## src/hdl/mer_pkg.sv

```systemverilog
package mer_pkg;

  localparam int AXIS_BITS_DEF = 10;
  localparam int OFS_W = 10;
  localparam int SCR_W = 12;
  localparam int CTR_W = 10;
  localparam int CFG_IDX_W = 1;

  localparam logic [CTR_W-1:0] CENTER_RESET = CTR_W'(300);

  localparam logic [CFG_IDX_W-1:0] CFG_CENTER_X = 1'b0;
  localparam logic [CFG_IDX_W-1:0] CFG_CENTER_Y = 1'b1;

  localparam logic CMD_START = 1'b0;
  localparam logic CMD_STEP = 1'b1;

  typedef enum logic [3:0] {
    MUL_NONE,
    MUL_SQ_A,
    MUL_SQ_B,
    MUL_ASQ_B,
    MUL_LHS,
    MUL_RHS,
    MUL_GAIN1,
    MUL_VERT1,
    MUL_HH,
    MUL_BSQ_P,
    MUL_VV,
    MUL_ASQ_P,
    MUL_ASQ_BSQ,
    MUL_VERT2,
    MUL_GAIN2
  } mul_sel_t;

  typedef enum logic [2:0] {
    DEC_HOLD,
    DEC_INIT,
    DEC_LOAD,
    DEC_ADD,
    DEC_SUB
  } dec_op_t;

  typedef struct packed {
    logic     load_axes;
    logic     ld_asq;
    logic     ld_bsq;
    logic     ld_tmp;
    logic     init;
    logic     set_r2;
    logic     latch_neg;
    logic     x_inc;
    logic     y_dec;
    logic     emit;
    mul_sel_t mul_sel;
    dec_op_t  dec_op;
  } dp_cmd_t;

  typedef struct packed {
    logic done;
    logic region2;
    logic neg;
    logic r1_go;
  } dp_sts_t;

  typedef struct packed {
    logic [OFS_W-1:0]        offset_x;
    logic [OFS_W-1:0]        offset_y;
    logic signed [SCR_W-1:0] screen_x_plus;
    logic signed [SCR_W-1:0] screen_x_minus;
    logic signed [SCR_W-1:0] screen_y_plus;
    logic signed [SCR_W-1:0] screen_y_minus;
    logic                    finished;
  } point_t;

endpackage

```

## src/hdl/mer_if.sv

```systemverilog
interface mer_cmd_if #(
  parameter int AXIS_BITS = mer_pkg::AXIS_BITS_DEF
);
  logic                 valid;
  logic                 ready;
  logic                 command;
  logic [AXIS_BITS-1:0] semi_x;
  logic [AXIS_BITS-1:0] semi_y;

  modport source (output valid, output command, output semi_x, output semi_y, input ready);
  modport sink (input valid, input command, input semi_x, input semi_y, output ready);
endinterface

interface mer_pt_if;
  import mer_pkg::*;

  logic                    valid;
  logic                    ready;
  logic [OFS_W-1:0]        offset_x;
  logic [OFS_W-1:0]        offset_y;
  logic signed [SCR_W-1:0] screen_x_plus;
  logic signed [SCR_W-1:0] screen_x_minus;
  logic signed [SCR_W-1:0] screen_y_plus;
  logic signed [SCR_W-1:0] screen_y_minus;
  logic                    finished;

  modport source (
    output valid, output offset_x, output offset_y, output screen_x_plus,
    output screen_x_minus, output screen_y_plus, output screen_y_minus,
    output finished, input ready
  );
  modport sink (
    input valid, input offset_x, input offset_y, input screen_x_plus,
    input screen_x_minus, input screen_y_plus, input screen_y_minus,
    input finished, output ready
  );
endinterface

```

## src/hdl/mer_datapath.sv

```systemverilog
module mer_datapath #(
  parameter int AXIS_BITS = mer_pkg::AXIS_BITS_DEF
) (
  input  logic                           clk,
  input  logic                           rst_n,
  input  mer_pkg::dp_cmd_t               cmd,
  output mer_pkg::dp_sts_t               sts,
  input  logic [AXIS_BITS-1:0]           semi_x,
  input  logic [AXIS_BITS-1:0]           semi_y,
  input  logic                           cfg_wr_en,
  input  logic [mer_pkg::CFG_IDX_W-1:0]  cfg_index,
  input  logic [mer_pkg::CTR_W-1:0]      cfg_wdata,
  output mer_pkg::point_t                point
);
  import mer_pkg::*;

  localparam int MUL_W = 2 * AXIS_BITS + 3;
  localparam int PROD_W = 2 * MUL_W;
  localparam int DEC_W = 4 * AXIS_BITS + 8;
  localparam int SQ_W = 2 * AXIS_BITS;
  localparam int CMP_W = 3 * AXIS_BITS + 1;

  logic [AXIS_BITS-1:0]     a_r;
  logic [AXIS_BITS-1:0]     b_r;
  logic [SQ_W-1:0]          asq_r;
  logic [SQ_W-1:0]          bsq_r;
  logic [CMP_W-1:0]         tmp_r;
  logic signed [PROD_W-1:0] prod_r;
  logic signed [DEC_W-1:0]  dec_r;
  logic signed [DEC_W-1:0]  dec_nxt;
  logic                     neg_r;
  logic [AXIS_BITS-1:0]     pos_x_r;
  logic [AXIS_BITS-1:0]     pos_y_r;
  logic                     r2_r;
  logic                     done_r;
  logic [CTR_W-1:0]         ctr_x_r;
  logic [CTR_W-1:0]         ctr_y_r;
  point_t                   point_r;

  logic signed [MUL_W-1:0]  xs;
  logic signed [MUL_W-1:0]  ys;
  logic signed [MUL_W-1:0]  as_v;
  logic signed [MUL_W-1:0]  bs_v;
  logic signed [MUL_W-1:0]  asq_s;
  logic signed [MUL_W-1:0]  bsq_s;
  logic signed [MUL_W-1:0]  pp_s;
  logic signed [MUL_W-1:0]  mul_a;
  logic signed [MUL_W-1:0]  mul_b;
  logic signed [DEC_W-1:0]  p_ext;
  logic signed [DEC_W-1:0]  p4;
  logic [OFS_W-1:0]         ofs_x;
  logic [OFS_W-1:0]         ofs_y;

  assign xs = MUL_W'(pos_x_r);
  assign ys = MUL_W'(pos_y_r);
  assign as_v = MUL_W'(a_r);
  assign bs_v = MUL_W'(b_r);
  assign asq_s = MUL_W'(asq_r);
  assign bsq_s = MUL_W'(bsq_r);
  assign pp_s = prod_r[MUL_W-1:0];

  always_comb begin
    mul_a = '0;
    mul_b = '0;
    case (cmd.mul_sel)
      MUL_SQ_A: begin
        mul_a = as_v;
        mul_b = as_v;
      end
      MUL_SQ_B: begin
        mul_a = bs_v;
        mul_b = bs_v;
      end
      MUL_ASQ_B: begin
        mul_a = asq_s;
        mul_b = bs_v;
      end
      MUL_LHS: begin
        mul_a = asq_s;
        mul_b = (ys <<< 1) - MUL_W'(1);
      end
      MUL_RHS: begin
        mul_a = bsq_s;
        mul_b = xs + MUL_W'(1);
      end
      MUL_GAIN1: begin
        mul_a = bsq_s;
        mul_b = (xs <<< 1) + MUL_W'(3);
      end
      MUL_VERT1: begin
        mul_a = asq_s;
        mul_b = (ys <<< 1) - MUL_W'(2);
      end
      MUL_HH: begin
        mul_a = (xs <<< 1) + MUL_W'(1);
        mul_b = (xs <<< 1) + MUL_W'(1);
      end
      MUL_BSQ_P: begin
        mul_a = bsq_s;
        mul_b = pp_s;
      end
      MUL_VV: begin
        mul_a = ys - MUL_W'(1);
        mul_b = ys - MUL_W'(1);
      end
      MUL_ASQ_P: begin
        mul_a = asq_s;
        mul_b = pp_s;
      end
      MUL_ASQ_BSQ: begin
        mul_a = asq_s;
        mul_b = bsq_s;
      end
      MUL_VERT2: begin
        mul_a = asq_s;
        mul_b = MUL_W'(3) - (ys <<< 1);
      end
      MUL_GAIN2: begin
        mul_a = bsq_s;
        mul_b = (xs <<< 1) + MUL_W'(2);
      end
      default: begin
        mul_a = '0;
        mul_b = '0;
      end
    endcase
  end

  assign p_ext = DEC_W'(prod_r);
  assign p4 = p_ext <<< 2;

  always_comb begin
    case (cmd.dec_op)
      DEC_INIT: dec_nxt = (DEC_W'(bsq_r) <<< 2) + DEC_W'(asq_r) - p4;
      DEC_LOAD: dec_nxt = p_ext;
      DEC_ADD:  dec_nxt = dec_r + p4;
      DEC_SUB:  dec_nxt = dec_r - p4;
      default:  dec_nxt = dec_r;
    endcase
  end

  assign ofs_x = OFS_W'(pos_x_r);
  assign ofs_y = OFS_W'(pos_y_r);

  always_ff @(posedge clk) begin
    prod_r <= PROD_W'(mul_a) * PROD_W'(mul_b);
    dec_r <= dec_nxt;
    if (cmd.load_axes) begin
      a_r <= semi_x;
      b_r <= semi_y;
    end
    if (cmd.ld_asq) begin
      asq_r <= prod_r[SQ_W-1:0];
    end
    if (cmd.ld_bsq) begin
      bsq_r <= prod_r[SQ_W-1:0];
    end
    if (cmd.ld_tmp) begin
      tmp_r <= prod_r[CMP_W-1:0];
    end
    if (cmd.latch_neg) begin
      neg_r <= dec_r[DEC_W-1];
    end
    if (cmd.emit) begin
      point_r.offset_x <= ofs_x;
      point_r.offset_y <= ofs_y;
      point_r.screen_x_plus <= SCR_W'(ctr_x_r) + SCR_W'(ofs_x);
      point_r.screen_x_minus <= SCR_W'(ctr_x_r) - SCR_W'(ofs_x);
      point_r.screen_y_plus <= SCR_W'(ctr_y_r) + SCR_W'(ofs_y);
      point_r.screen_y_minus <= SCR_W'(ctr_y_r) - SCR_W'(ofs_y);
      point_r.finished <= done_r | (pos_y_r == '0);
    end
  end

  always_ff @(posedge clk) begin
    if (!rst_n) begin
      pos_x_r <= '0;
      pos_y_r <= '0;
      r2_r <= 1'b0;
      done_r <= 1'b1;
      ctr_x_r <= CENTER_RESET;
      ctr_y_r <= CENTER_RESET;
    end else begin
      if (cfg_wr_en) begin
        case (cfg_index)
          CFG_CENTER_X: ctr_x_r <= cfg_wdata;
          CFG_CENTER_Y: ctr_y_r <= cfg_wdata;
          default: ;
        endcase
      end
      if (cmd.init) begin
        pos_x_r <= '0;
        pos_y_r <= b_r;
        r2_r <= 1'b0;
        done_r <= 1'b0;
      end else begin
        if (cmd.x_inc) begin
          pos_x_r <= pos_x_r + AXIS_BITS'(1);
        end
        if (cmd.y_dec) begin
          pos_y_r <= pos_y_r - AXIS_BITS'(1);
        end
        if (cmd.set_r2) begin
          r2_r <= 1'b1;
        end
        if (cmd.emit) begin
          done_r <= done_r | (pos_y_r == '0);
        end
      end
    end
  end

  assign sts.done = done_r;
  assign sts.region2 = r2_r;
  assign sts.neg = neg_r;
  assign sts.r1_go = {1'b0, tmp_r} > {prod_r[CMP_W-1:0], 1'b0};
  assign point = point_r;

`ifndef SYNTH
  a_no_y_underflow: assert property (@(posedge clk) disable iff (!rst_n)
    cmd.y_dec |-> pos_y_r != '0)
    else $error("row counter stepped below zero");
`endif

endmodule

```

## src/hdl/mer_ctrl.sv

```systemverilog
module mer_ctrl (
  input  logic             clk,
  input  logic             rst_n,
  input  logic             in_valid,
  input  logic             in_command,
  output logic             in_ready,
  output logic             out_valid,
  input  logic             out_ready,
  input  mer_pkg::dp_sts_t sts,
  output mer_pkg::dp_cmd_t cmd
);
  import mer_pkg::*;

  typedef enum logic [4:0] {
    ST_IDLE,
    ST_SQ_A,
    ST_SQ_B,
    ST_ASQ_B,
    ST_INIT,
    ST_LHS,
    ST_RHS,
    ST_CMP,
    ST_GAIN1,
    ST_VERT1,
    ST_UPD1,
    ST_HH,
    ST_BHH,
    ST_VV,
    ST_AVV,
    ST_ABB,
    ST_SWITCH,
    ST_VERT2,
    ST_ADD2,
    ST_UPD2,
    ST_EMIT
  } state_t;

  state_t state_r;
  state_t state_nxt;
  logic   out_valid_r;
  logic   out_valid_nxt;
  logic   accept;

  assign in_ready = (state_r == ST_IDLE);
  assign accept = in_valid && in_ready;
  assign out_valid = out_valid_r;

  always_comb begin
    cmd = '0;
    state_nxt = state_r;
    case (state_r)
      ST_IDLE: begin
        if (accept) begin
          if (in_command == CMD_START) begin
            cmd.load_axes = 1'b1;
            state_nxt = ST_SQ_A;
          end else if (sts.done) begin
            state_nxt = ST_EMIT;
          end else if (sts.region2) begin
            state_nxt = ST_VERT2;
          end else begin
            state_nxt = ST_LHS;
          end
        end
      end
      ST_SQ_A: begin
        cmd.mul_sel = MUL_SQ_A;
        state_nxt = ST_SQ_B;
      end
      ST_SQ_B: begin
        cmd.ld_asq = 1'b1;
        cmd.mul_sel = MUL_SQ_B;
        state_nxt = ST_ASQ_B;
      end
      ST_ASQ_B: begin
        cmd.ld_bsq = 1'b1;
        cmd.mul_sel = MUL_ASQ_B;
        state_nxt = ST_INIT;
      end
      ST_INIT: begin
        cmd.init = 1'b1;
        cmd.dec_op = DEC_INIT;
        state_nxt = ST_EMIT;
      end
      ST_LHS: begin
        cmd.mul_sel = MUL_LHS;
        state_nxt = ST_RHS;
      end
      ST_RHS: begin
        cmd.ld_tmp = 1'b1;
        cmd.mul_sel = MUL_RHS;
        state_nxt = ST_CMP;
      end
      ST_CMP: begin
        state_nxt = sts.r1_go ? ST_GAIN1 : ST_HH;
      end
      ST_GAIN1: begin
        cmd.latch_neg = 1'b1;
        cmd.mul_sel = MUL_GAIN1;
        state_nxt = ST_VERT1;
      end
      ST_VERT1: begin
        cmd.dec_op = DEC_ADD;
        cmd.mul_sel = MUL_VERT1;
        state_nxt = ST_UPD1;
      end
      ST_UPD1: begin
        cmd.dec_op = sts.neg ? DEC_HOLD : DEC_SUB;
        cmd.y_dec = !sts.neg;
        cmd.x_inc = 1'b1;
        state_nxt = ST_EMIT;
      end
      ST_HH: begin
        cmd.mul_sel = MUL_HH;
        state_nxt = ST_BHH;
      end
      ST_BHH: begin
        cmd.mul_sel = MUL_BSQ_P;
        state_nxt = ST_VV;
      end
      ST_VV: begin
        cmd.dec_op = DEC_LOAD;
        cmd.mul_sel = MUL_VV;
        state_nxt = ST_AVV;
      end
      ST_AVV: begin
        cmd.mul_sel = MUL_ASQ_P;
        state_nxt = ST_ABB;
      end
      ST_ABB: begin
        cmd.dec_op = DEC_ADD;
        cmd.mul_sel = MUL_ASQ_BSQ;
        state_nxt = ST_SWITCH;
      end
      ST_SWITCH: begin
        cmd.dec_op = DEC_SUB;
        cmd.set_r2 = 1'b1;
        state_nxt = ST_VERT2;
      end
      ST_VERT2: begin
        cmd.latch_neg = 1'b1;
        cmd.mul_sel = MUL_VERT2;
        state_nxt = ST_ADD2;
      end
      ST_ADD2: begin
        cmd.dec_op = DEC_ADD;
        cmd.y_dec = 1'b1;
        cmd.mul_sel = MUL_GAIN2;
        state_nxt = sts.neg ? ST_UPD2 : ST_EMIT;
      end
      ST_UPD2: begin
        cmd.dec_op = DEC_ADD;
        cmd.x_inc = 1'b1;
        state_nxt = ST_EMIT;
      end
      ST_EMIT: begin
        if (!out_valid_r || out_ready) begin
          cmd.emit = 1'b1;
          state_nxt = ST_IDLE;
        end
      end
      default: begin
        state_nxt = ST_IDLE;
      end
    endcase
  end

  always_comb begin
    if (cmd.emit) begin
      out_valid_nxt = 1'b1;
    end else if (out_ready) begin
      out_valid_nxt = 1'b0;
    end else begin
      out_valid_nxt = out_valid_r;
    end
  end

  always_ff @(posedge clk) begin
    if (!rst_n) begin
      state_r <= ST_IDLE;
      out_valid_r <= 1'b0;
    end else begin
      state_r <= state_nxt;
      out_valid_r <= out_valid_nxt;
    end
  end

`ifndef SYNTH
  a_busy_after_accept: assert property (@(posedge clk) disable iff (!rst_n)
    accept |=> !in_ready)
    else $error("input taken again before the current transaction finished");
  a_emit_into_free_slot: assert property (@(posedge clk) disable iff (!rst_n)
    cmd.emit |-> (!out_valid_r || out_ready))
    else $error("result overwritten while still held");
  a_emit_sets_valid: assert property (@(posedge clk) disable iff (!rst_n)
    cmd.emit |=> out_valid_r)
    else $error("loaded result not presented");
`endif

endmodule

```

## src/hdl/midpoint_ellipse_rasterizer_top.sv

```systemverilog
// Midpoint ellipse rasterizer. Each transaction on in_cmd is either a start
// (command 0, semi-axes on semi_x and semi_y) or a step (command 1). Every
// accepted transaction yields exactly one transaction on out_pt: the current
// first-quadrant point, its four mirrored screen coordinates about the
// center, and finished once the row offset has reached zero.
// The center is written through cfg_wr_en, cfg_index and cfg_wdata; the user
// must do so while the block is idle, which the block does not enforce.
// Index 0 is the column, index 1 the row, both reset to 300. One shared
// multiplier with a registered product does all the multiplications, and the
// controller sequences it, so the cycle count depends on the path: a start, a
// region-one step, a region-two step, the step that crosses into region two
// and a step after completion each take their own path. A new transaction can
// be accepted in the cycle after the result is loaded.
// The result register holds its point while out_pt.ready is low; the block
// keeps working on the next transaction and waits only to load its result.
// Synchronous reset leaves the block idle, with no ellipse started: a step
// then returns the origin with finished set.
module midpoint_ellipse_rasterizer_top #(
  parameter int AXIS_BITS = mer_pkg::AXIS_BITS_DEF
) (
  input  logic                          clk,
  input  logic                          rst_n,
  mer_cmd_if.sink                       in_cmd,
  mer_pt_if.source                      out_pt,
  input  logic                          cfg_wr_en,
  input  logic [mer_pkg::CFG_IDX_W-1:0] cfg_index,
  input  logic [mer_pkg::CTR_W-1:0]     cfg_wdata
);
  import mer_pkg::*;

  dp_cmd_t dp_cmd;
  dp_sts_t dp_sts;
  point_t  point;
  logic    in_ready;
  logic    out_valid;

  mer_ctrl u_ctrl (
    .clk        (clk),
    .rst_n      (rst_n),
    .in_valid   (in_cmd.valid),
    .in_command (in_cmd.command),
    .in_ready   (in_ready),
    .out_valid  (out_valid),
    .out_ready  (out_pt.ready),
    .sts        (dp_sts),
    .cmd        (dp_cmd)
  );

  mer_datapath #(
    .AXIS_BITS (AXIS_BITS)
  ) u_datapath (
    .clk       (clk),
    .rst_n     (rst_n),
    .cmd       (dp_cmd),
    .sts       (dp_sts),
    .semi_x    (in_cmd.semi_x),
    .semi_y    (in_cmd.semi_y),
    .cfg_wr_en (cfg_wr_en),
    .cfg_index (cfg_index),
    .cfg_wdata (cfg_wdata),
    .point     (point)
  );

  assign in_cmd.ready = in_ready;
  assign out_pt.valid = out_valid;
  assign out_pt.offset_x = point.offset_x;
  assign out_pt.offset_y = point.offset_y;
  assign out_pt.screen_x_plus = point.screen_x_plus;
  assign out_pt.screen_x_minus = point.screen_x_minus;
  assign out_pt.screen_y_plus = point.screen_y_plus;
  assign out_pt.screen_y_minus = point.screen_y_minus;
  assign out_pt.finished = point.finished;

endmodule

```

## src/flat_wrapper.sv

```systemverilog
// flat-port wrapper written by rule: the top's interface ports become plain ports
module midpoint_ellipse_rasterizer_top_flat import mer_pkg::*;
#(
  parameter int AXIS_BITS = mer_pkg::AXIS_BITS_DEF
)
  (clk, rst_n, cfg_wr_en, cfg_index, cfg_wdata, in_cmd_valid, in_cmd_command, in_cmd_semi_x, in_cmd_semi_y, in_cmd_ready, out_pt_valid, out_pt_offset_x, out_pt_offset_y, out_pt_screen_x_plus, out_pt_screen_x_minus, out_pt_screen_y_plus, out_pt_screen_y_minus, out_pt_finished, out_pt_ready);
  mer_cmd_if #(.AXIS_BITS(AXIS_BITS)) in_cmd_i ();
  mer_pt_if out_pt_i ();
  input  logic clk;
  input  logic rst_n;
  input  logic cfg_wr_en;
  input  logic [mer_pkg::CFG_IDX_W-1:0] cfg_index;
  input  logic [mer_pkg::CTR_W-1:0] cfg_wdata;
  input wire logic [$bits(in_cmd_i.valid)-1:0] in_cmd_valid;
  input wire logic [$bits(in_cmd_i.command)-1:0] in_cmd_command;
  input wire logic [$bits(in_cmd_i.semi_x)-1:0] in_cmd_semi_x;
  input wire logic [$bits(in_cmd_i.semi_y)-1:0] in_cmd_semi_y;
  output wire logic [$bits(in_cmd_i.ready)-1:0] in_cmd_ready;
  output wire logic [$bits(out_pt_i.valid)-1:0] out_pt_valid;
  output wire logic [$bits(out_pt_i.offset_x)-1:0] out_pt_offset_x;
  output wire logic [$bits(out_pt_i.offset_y)-1:0] out_pt_offset_y;
  output wire logic [$bits(out_pt_i.screen_x_plus)-1:0] out_pt_screen_x_plus;
  output wire logic [$bits(out_pt_i.screen_x_minus)-1:0] out_pt_screen_x_minus;
  output wire logic [$bits(out_pt_i.screen_y_plus)-1:0] out_pt_screen_y_plus;
  output wire logic [$bits(out_pt_i.screen_y_minus)-1:0] out_pt_screen_y_minus;
  output wire logic [$bits(out_pt_i.finished)-1:0] out_pt_finished;
  input wire logic [$bits(out_pt_i.ready)-1:0] out_pt_ready;
  assign in_cmd_i.valid = in_cmd_valid;
  assign in_cmd_i.command = in_cmd_command;
  assign in_cmd_i.semi_x = in_cmd_semi_x;
  assign in_cmd_i.semi_y = in_cmd_semi_y;
  assign in_cmd_ready = in_cmd_i.ready;
  assign out_pt_valid = out_pt_i.valid;
  assign out_pt_offset_x = out_pt_i.offset_x;
  assign out_pt_offset_y = out_pt_i.offset_y;
  assign out_pt_screen_x_plus = out_pt_i.screen_x_plus;
  assign out_pt_screen_x_minus = out_pt_i.screen_x_minus;
  assign out_pt_screen_y_plus = out_pt_i.screen_y_plus;
  assign out_pt_screen_y_minus = out_pt_i.screen_y_minus;
  assign out_pt_finished = out_pt_i.finished;
  assign out_pt_i.ready = out_pt_ready;
  midpoint_ellipse_rasterizer_top #(.AXIS_BITS(AXIS_BITS)) u_core (.clk(clk), .rst_n(rst_n), .in_cmd(in_cmd_i), .out_pt(out_pt_i), .cfg_wr_en(cfg_wr_en), .cfg_index(cfg_index), .cfg_wdata(cfg_wdata));
endmodule
```

## config.mk

```make
export PLATFORM = sky130hd
export DESIGN_NAME = midpoint_ellipse_rasterizer_top_flat
export DESIGN_NICKNAME = d
export VERILOG_FILES = /design/src/hdl/mer_pkg.sv /design/src/hdl/mer_if.sv /design/src/hdl/mer_datapath.sv /design/src/hdl/mer_ctrl.sv /design/src/hdl/midpoint_ellipse_rasterizer_top.sv /design/src/flat_wrapper.sv
export SDC_FILE = /design/constraint.sdc
export NUM_CORES = 2
export LEC_CHECK = 0
export CAP_MARGIN = 40
export CELL_PAD_IN_SITES_DETAIL_PLACEMENT = 1
export CELL_PAD_IN_SITES_GLOBAL_PLACEMENT = 1
export CORE_MARGIN = 2
export CORE_UTILIZATION = 25
export CTS_BUF_LIST = sky130_fd_sc_hd__clkbuf_8
export DETAILED_ROUTE_END_ITERATION = 12
export DONT_BUFFER_PORTS = 1
export PLACE_DENSITY = 0.48
export SLEW_MARGIN = 20
export SYNTH_ARGS = -nofsm -noshare
export SYNTH_HDL_FRONTEND = slang
export SYNTH_SLANG_ARGS = --single-unit
```

## constraint.sdc

```tcl
create_clock -name clk -period 13.83 [get_ports clk]
set_input_delay 2.766 -clock clk [delete_from_list [all_inputs] [get_ports clk]]
set_output_delay 2.766 -clock clk [all_outputs]
set_load 0.05 [all_outputs]
```

==> results.md <==
* Die area at 0.156 mm²
* Critical Path End Type: register
* Synth cell types at 89
* Buffers and inverters on the worst path at 11
* Clk buf depth at 3
* Max Slew Vio Count at 0
* Critical path type: reg -> reg
* Post-route setup TNS at 0 ns
* Xor/xnor cell area share of the yosys netlist at 0.0490
* First-pass GRT wire length at 217000 µm
* Final Hold Fails at 0
* Worst Path Required at 14.39 ns
* Core outline area at 0.152 mm²
* Warnings, synthesis at 0
* PD cells at 216 mW/mm²
* Syn-to-layout area delta at 11.0%
* Worst hold slack at 0.512 ns
* FP Rows at 143
* Setup Skew at 0.0317 ns
* Cts bufs inserted at 59
* Comb power frac at 0.740
* Seq cells post-synth at 295
* Pre-antenna DRT Iters at 8
* Worst path max stage delay at 0.81 ns
* Post-route setup slack at 3.30 ns
* Worst path slowest cell: dfxtp_1
* Slew margin rel. at 0.412
* Status: finished, final reports clean
* Worst Path Max Fanout at 23
* Worst Path Arrival at 11.09 ns
* Initial core utilization at 0.252
* Max-cap violations at 0
* Vias/cell at 4.76
* Internal at 4.09 mW
* Synth Area in Simple Gates at 0.138
* RSZ-0062 raised after global routing: no
* Post-synth EDFFs at 201
* Switch share at 0.554
* Synth cell count leaders: 803 x inv_1, 558 x fa_1, 502 x nand2_1
* Tmin final at 10.53 ns
* Cells after Synth at 4213
* Largest family of logic cells by synthesized area: adder cells
* Final wirelength at 142000 µm
* Crit path max-delay family: adder cells
* Final number of setup-violating endpoints at 0
* Num Clock Sinks at 295
* Worst skew pair latency at 0.70 ns
* Synth top area cells: fa_1 29%, edfxtp_1 16%, ha_1 8.8%
* Layout cell share with drive strength beyond 1 at 0.0590
* Initial antenna violation count at 2
* Post-CTS Setup Inserts at 0
* CTS resizes at 0
* Post-synth top area cell: fa_1
* Worst IR drop on VDD at 89.0 µV
* Mux contribution to synthesized area at 0.00265
* # fillers at 17595
* Main synth FF type: edfxtp_1
* CP most frequent cell: inv_1
* Leakage at 18.9 nW
* Overall routing resource usage at 0.184
* Root Buffer: clkbuf_8
* I/O pin count at 108
* Worst slew pin tran at 0.884 ns
* Post-route ant nets at 0
* DP Wirelength at 113000 µm
* Via Count at 29975
* Max Clk Rate at 0.0950 GHz
* Initial drt markers at 1630
* Hold buffers post-CTS at 0
* Largest net degree at the start of global routing at 65
* Tcrit/Tclk final at 0.761
* Synth top area share at 0.292
* Congestion Overflow GR at 0
* Layout Nets at 5085
* Clock share of power at 0.099
* Synth Area in Compound Gates at 0.126
* Async SR Flop Fraction at 0
* Number of remaining DRC errors at 0
* Startpoint types: register
* Die Ht at 395 µm
* Sequential fraction of design power at 0.162
* HP Class: reg -> reg
* Cell with the most instances after synthesis: inv_1
* Setup WS pre-CTS at 3.19 ns
* CTS H-Tree Depth at 2
* Switching pwr at 5.07 mW
* DIE WIDTH at 395 µm
* Synth Area in Adders at 0.380
* IO buf count at 0
* Synth Area per Inst at 9.08 µm²
* DR WL/cell at 22.6 µm
* Part of the Yosys area used for sequential elements at 0.207
* Global placer's final weighted congestion at 0.849
* Clock transition at path regs at 0.06 ns
* CTS tree: yes
* Synthesized cell area at 0.0382 mm²
* Vias in the first global route at 32962
## final timing paths
kind	from	end	slack, ns	cells past startpoint
setup reg to reg	u_core.u_ctrl.state_r[0]$_SDFFE_PN0P_	u_core.u_datapath.prod_r[45]$_DFF_P_	3.30	35
hold reg to reg	u_core.u_datapath.ctr_x_r[0]$_SDFFE_PN0P_	u_core.u_datapath.ctr_x_r[0]$_SDFFE_PN0P_	0.51	2
hold / removal	u_core.u_datapath.ctr_x_r[0]$_SDFFE_PN0P_	u_core.u_datapath.ctr_x_r[0]$_SDFFE_PN0P_	0.51	2
setup / recovery	u_core.u_ctrl.state_r[0]$_SDFFE_PN0P_	u_core.u_datapath.prod_r[45]$_DFF_P_	3.30	35
## registers in the layout (all words and copies together), names as in the netlist, 5 cells and up
register                   count
u_core.u_ctrl.state_r          5
u_core.u_datapath.a_r         10
u_core.u_datapath.asq_r       20
u_core.u_datapath.b_r         10
u_core.u_datapath.bsq_r       20
u_core.u_datapath.ctr_x_r     10
u_core.u_datapath.ctr_y_r     10
u_core.u_datapath.dec_r       46
u_core.u_datapath.ofs_x       10
u_core.u_datapath.ofs_y       10
u_core.u_datapath.point       63
u_core.u_datapath.prod_r      46
u_core.u_datapath.tmp_r       31
## power groups by stage
stage                     Combinational (mW)  Clock, mW  Sequential (mW)
final                                   6.78      0.905             1.48
after global routing                    7.51      0.974             1.50
after CTS                               6.86      0.940             1.48
after detailed placement                6.81          0             1.50
after global placement                  6.75          0             1.50
after floorplan                         4.42          0             1.42
## area by class of cell
type	count	area, µm²	area share
Sequential cell	295	7920	0.187
Multi-Input combinational cell	2943	26700	0.630
Antenna cell	3	7.51	0.000177
Inverter	804	3020	0.0711
Timing Repair Buffer	118	1090	0.0257
Tap cell	2030	2540	0.0598
Clock buffer	60	826	0.0195
Clock inverter	48	313	0.00737
## cell usage in the layout (no fill, tap or decap), types with 12 or more instances in the layout
cell | Yosys | routed
o211ai_1 | 23 | 23
nor3_1 | 49 | 46
a31oi_1 | 17 | 17
fa_1 | 558 | 558
a22oi_1 | 40 | 40
clkinv_1 | 0 | 15
a221oi_1 | 28 | 23
a21boi_0 | 27 | 27
xnor2_1 | 165 | 165
and2_1 | 27 | 27
o21a_1 | 25 | 25
a21oi_1 | 174 | 174
and3_1 | 32 | 31
xor2_1 | 47 | 47
dfxtp_1 | 94 | 94
buf_4 | 6 | 90
nand4_1 | 34 | 34
nand3_1 | 67 | 66
nor2b_1 | 29 | 29
a21o_1 | 66 | 66
nand2b_1 | 32 | 32
buf_8 | 0 | 15
or3_1 | 13 | 13
a222oi_1 | 18 | 18
inv_1 | 803 | 820
o21bai_1 | 28 | 28
clkbuf_8 | 0 | 60
edfxtp_1 | 201 | 201
o221ai_1 | 13 | 12
nor2_1 | 340 | 337
a221o_1 | 29 | 29
ha_1 | 269 | 269
nand2_1 | 502 | 500
o31ai_1 | 12 | 12
o21ai_0 | 127 | 125
## layer usage
layer | vias to the layer above | part of all wire | track usage
li1 | 13664 | - | -
met2 | 515 | 0.49 | 0.320
met1 | 15657 | 0.45 | 0.245
met5 | - | 0 | 0
met4 | 0 | 0.022 | 0.0420
met3 | 139 | 0.035 | 0.0180
## kinds of logic after synthesis
logic type,after synthesis
mux,10
buf+inv,976
xor+xnor,213
flops,295
fa+ha+maj,827
compound gates,707
simple gates,1184
other cells,1
## through the flow
stage	util	power [mW]	cells	area, µm²
2_1_floorplan	-	5.84	4214	38200
3_3_place_gp	0.269	8.26	6161	40900
3_5_place_dp	0.271	8.31	6185	41200
4_1_cts	0.279	9.29	6293	42400
5_1_grt	0.279	9.99	6300	42400
6_report	0.279	9.16	6301	42400
## tightest hold or removal path, delay by kind of cell, from the launching register on
family          cells  cell delay (ns)
compound gates      1             0.07
flops               1             0.33
simple gates        1             0.06
(Power assumes the default switching activity.)
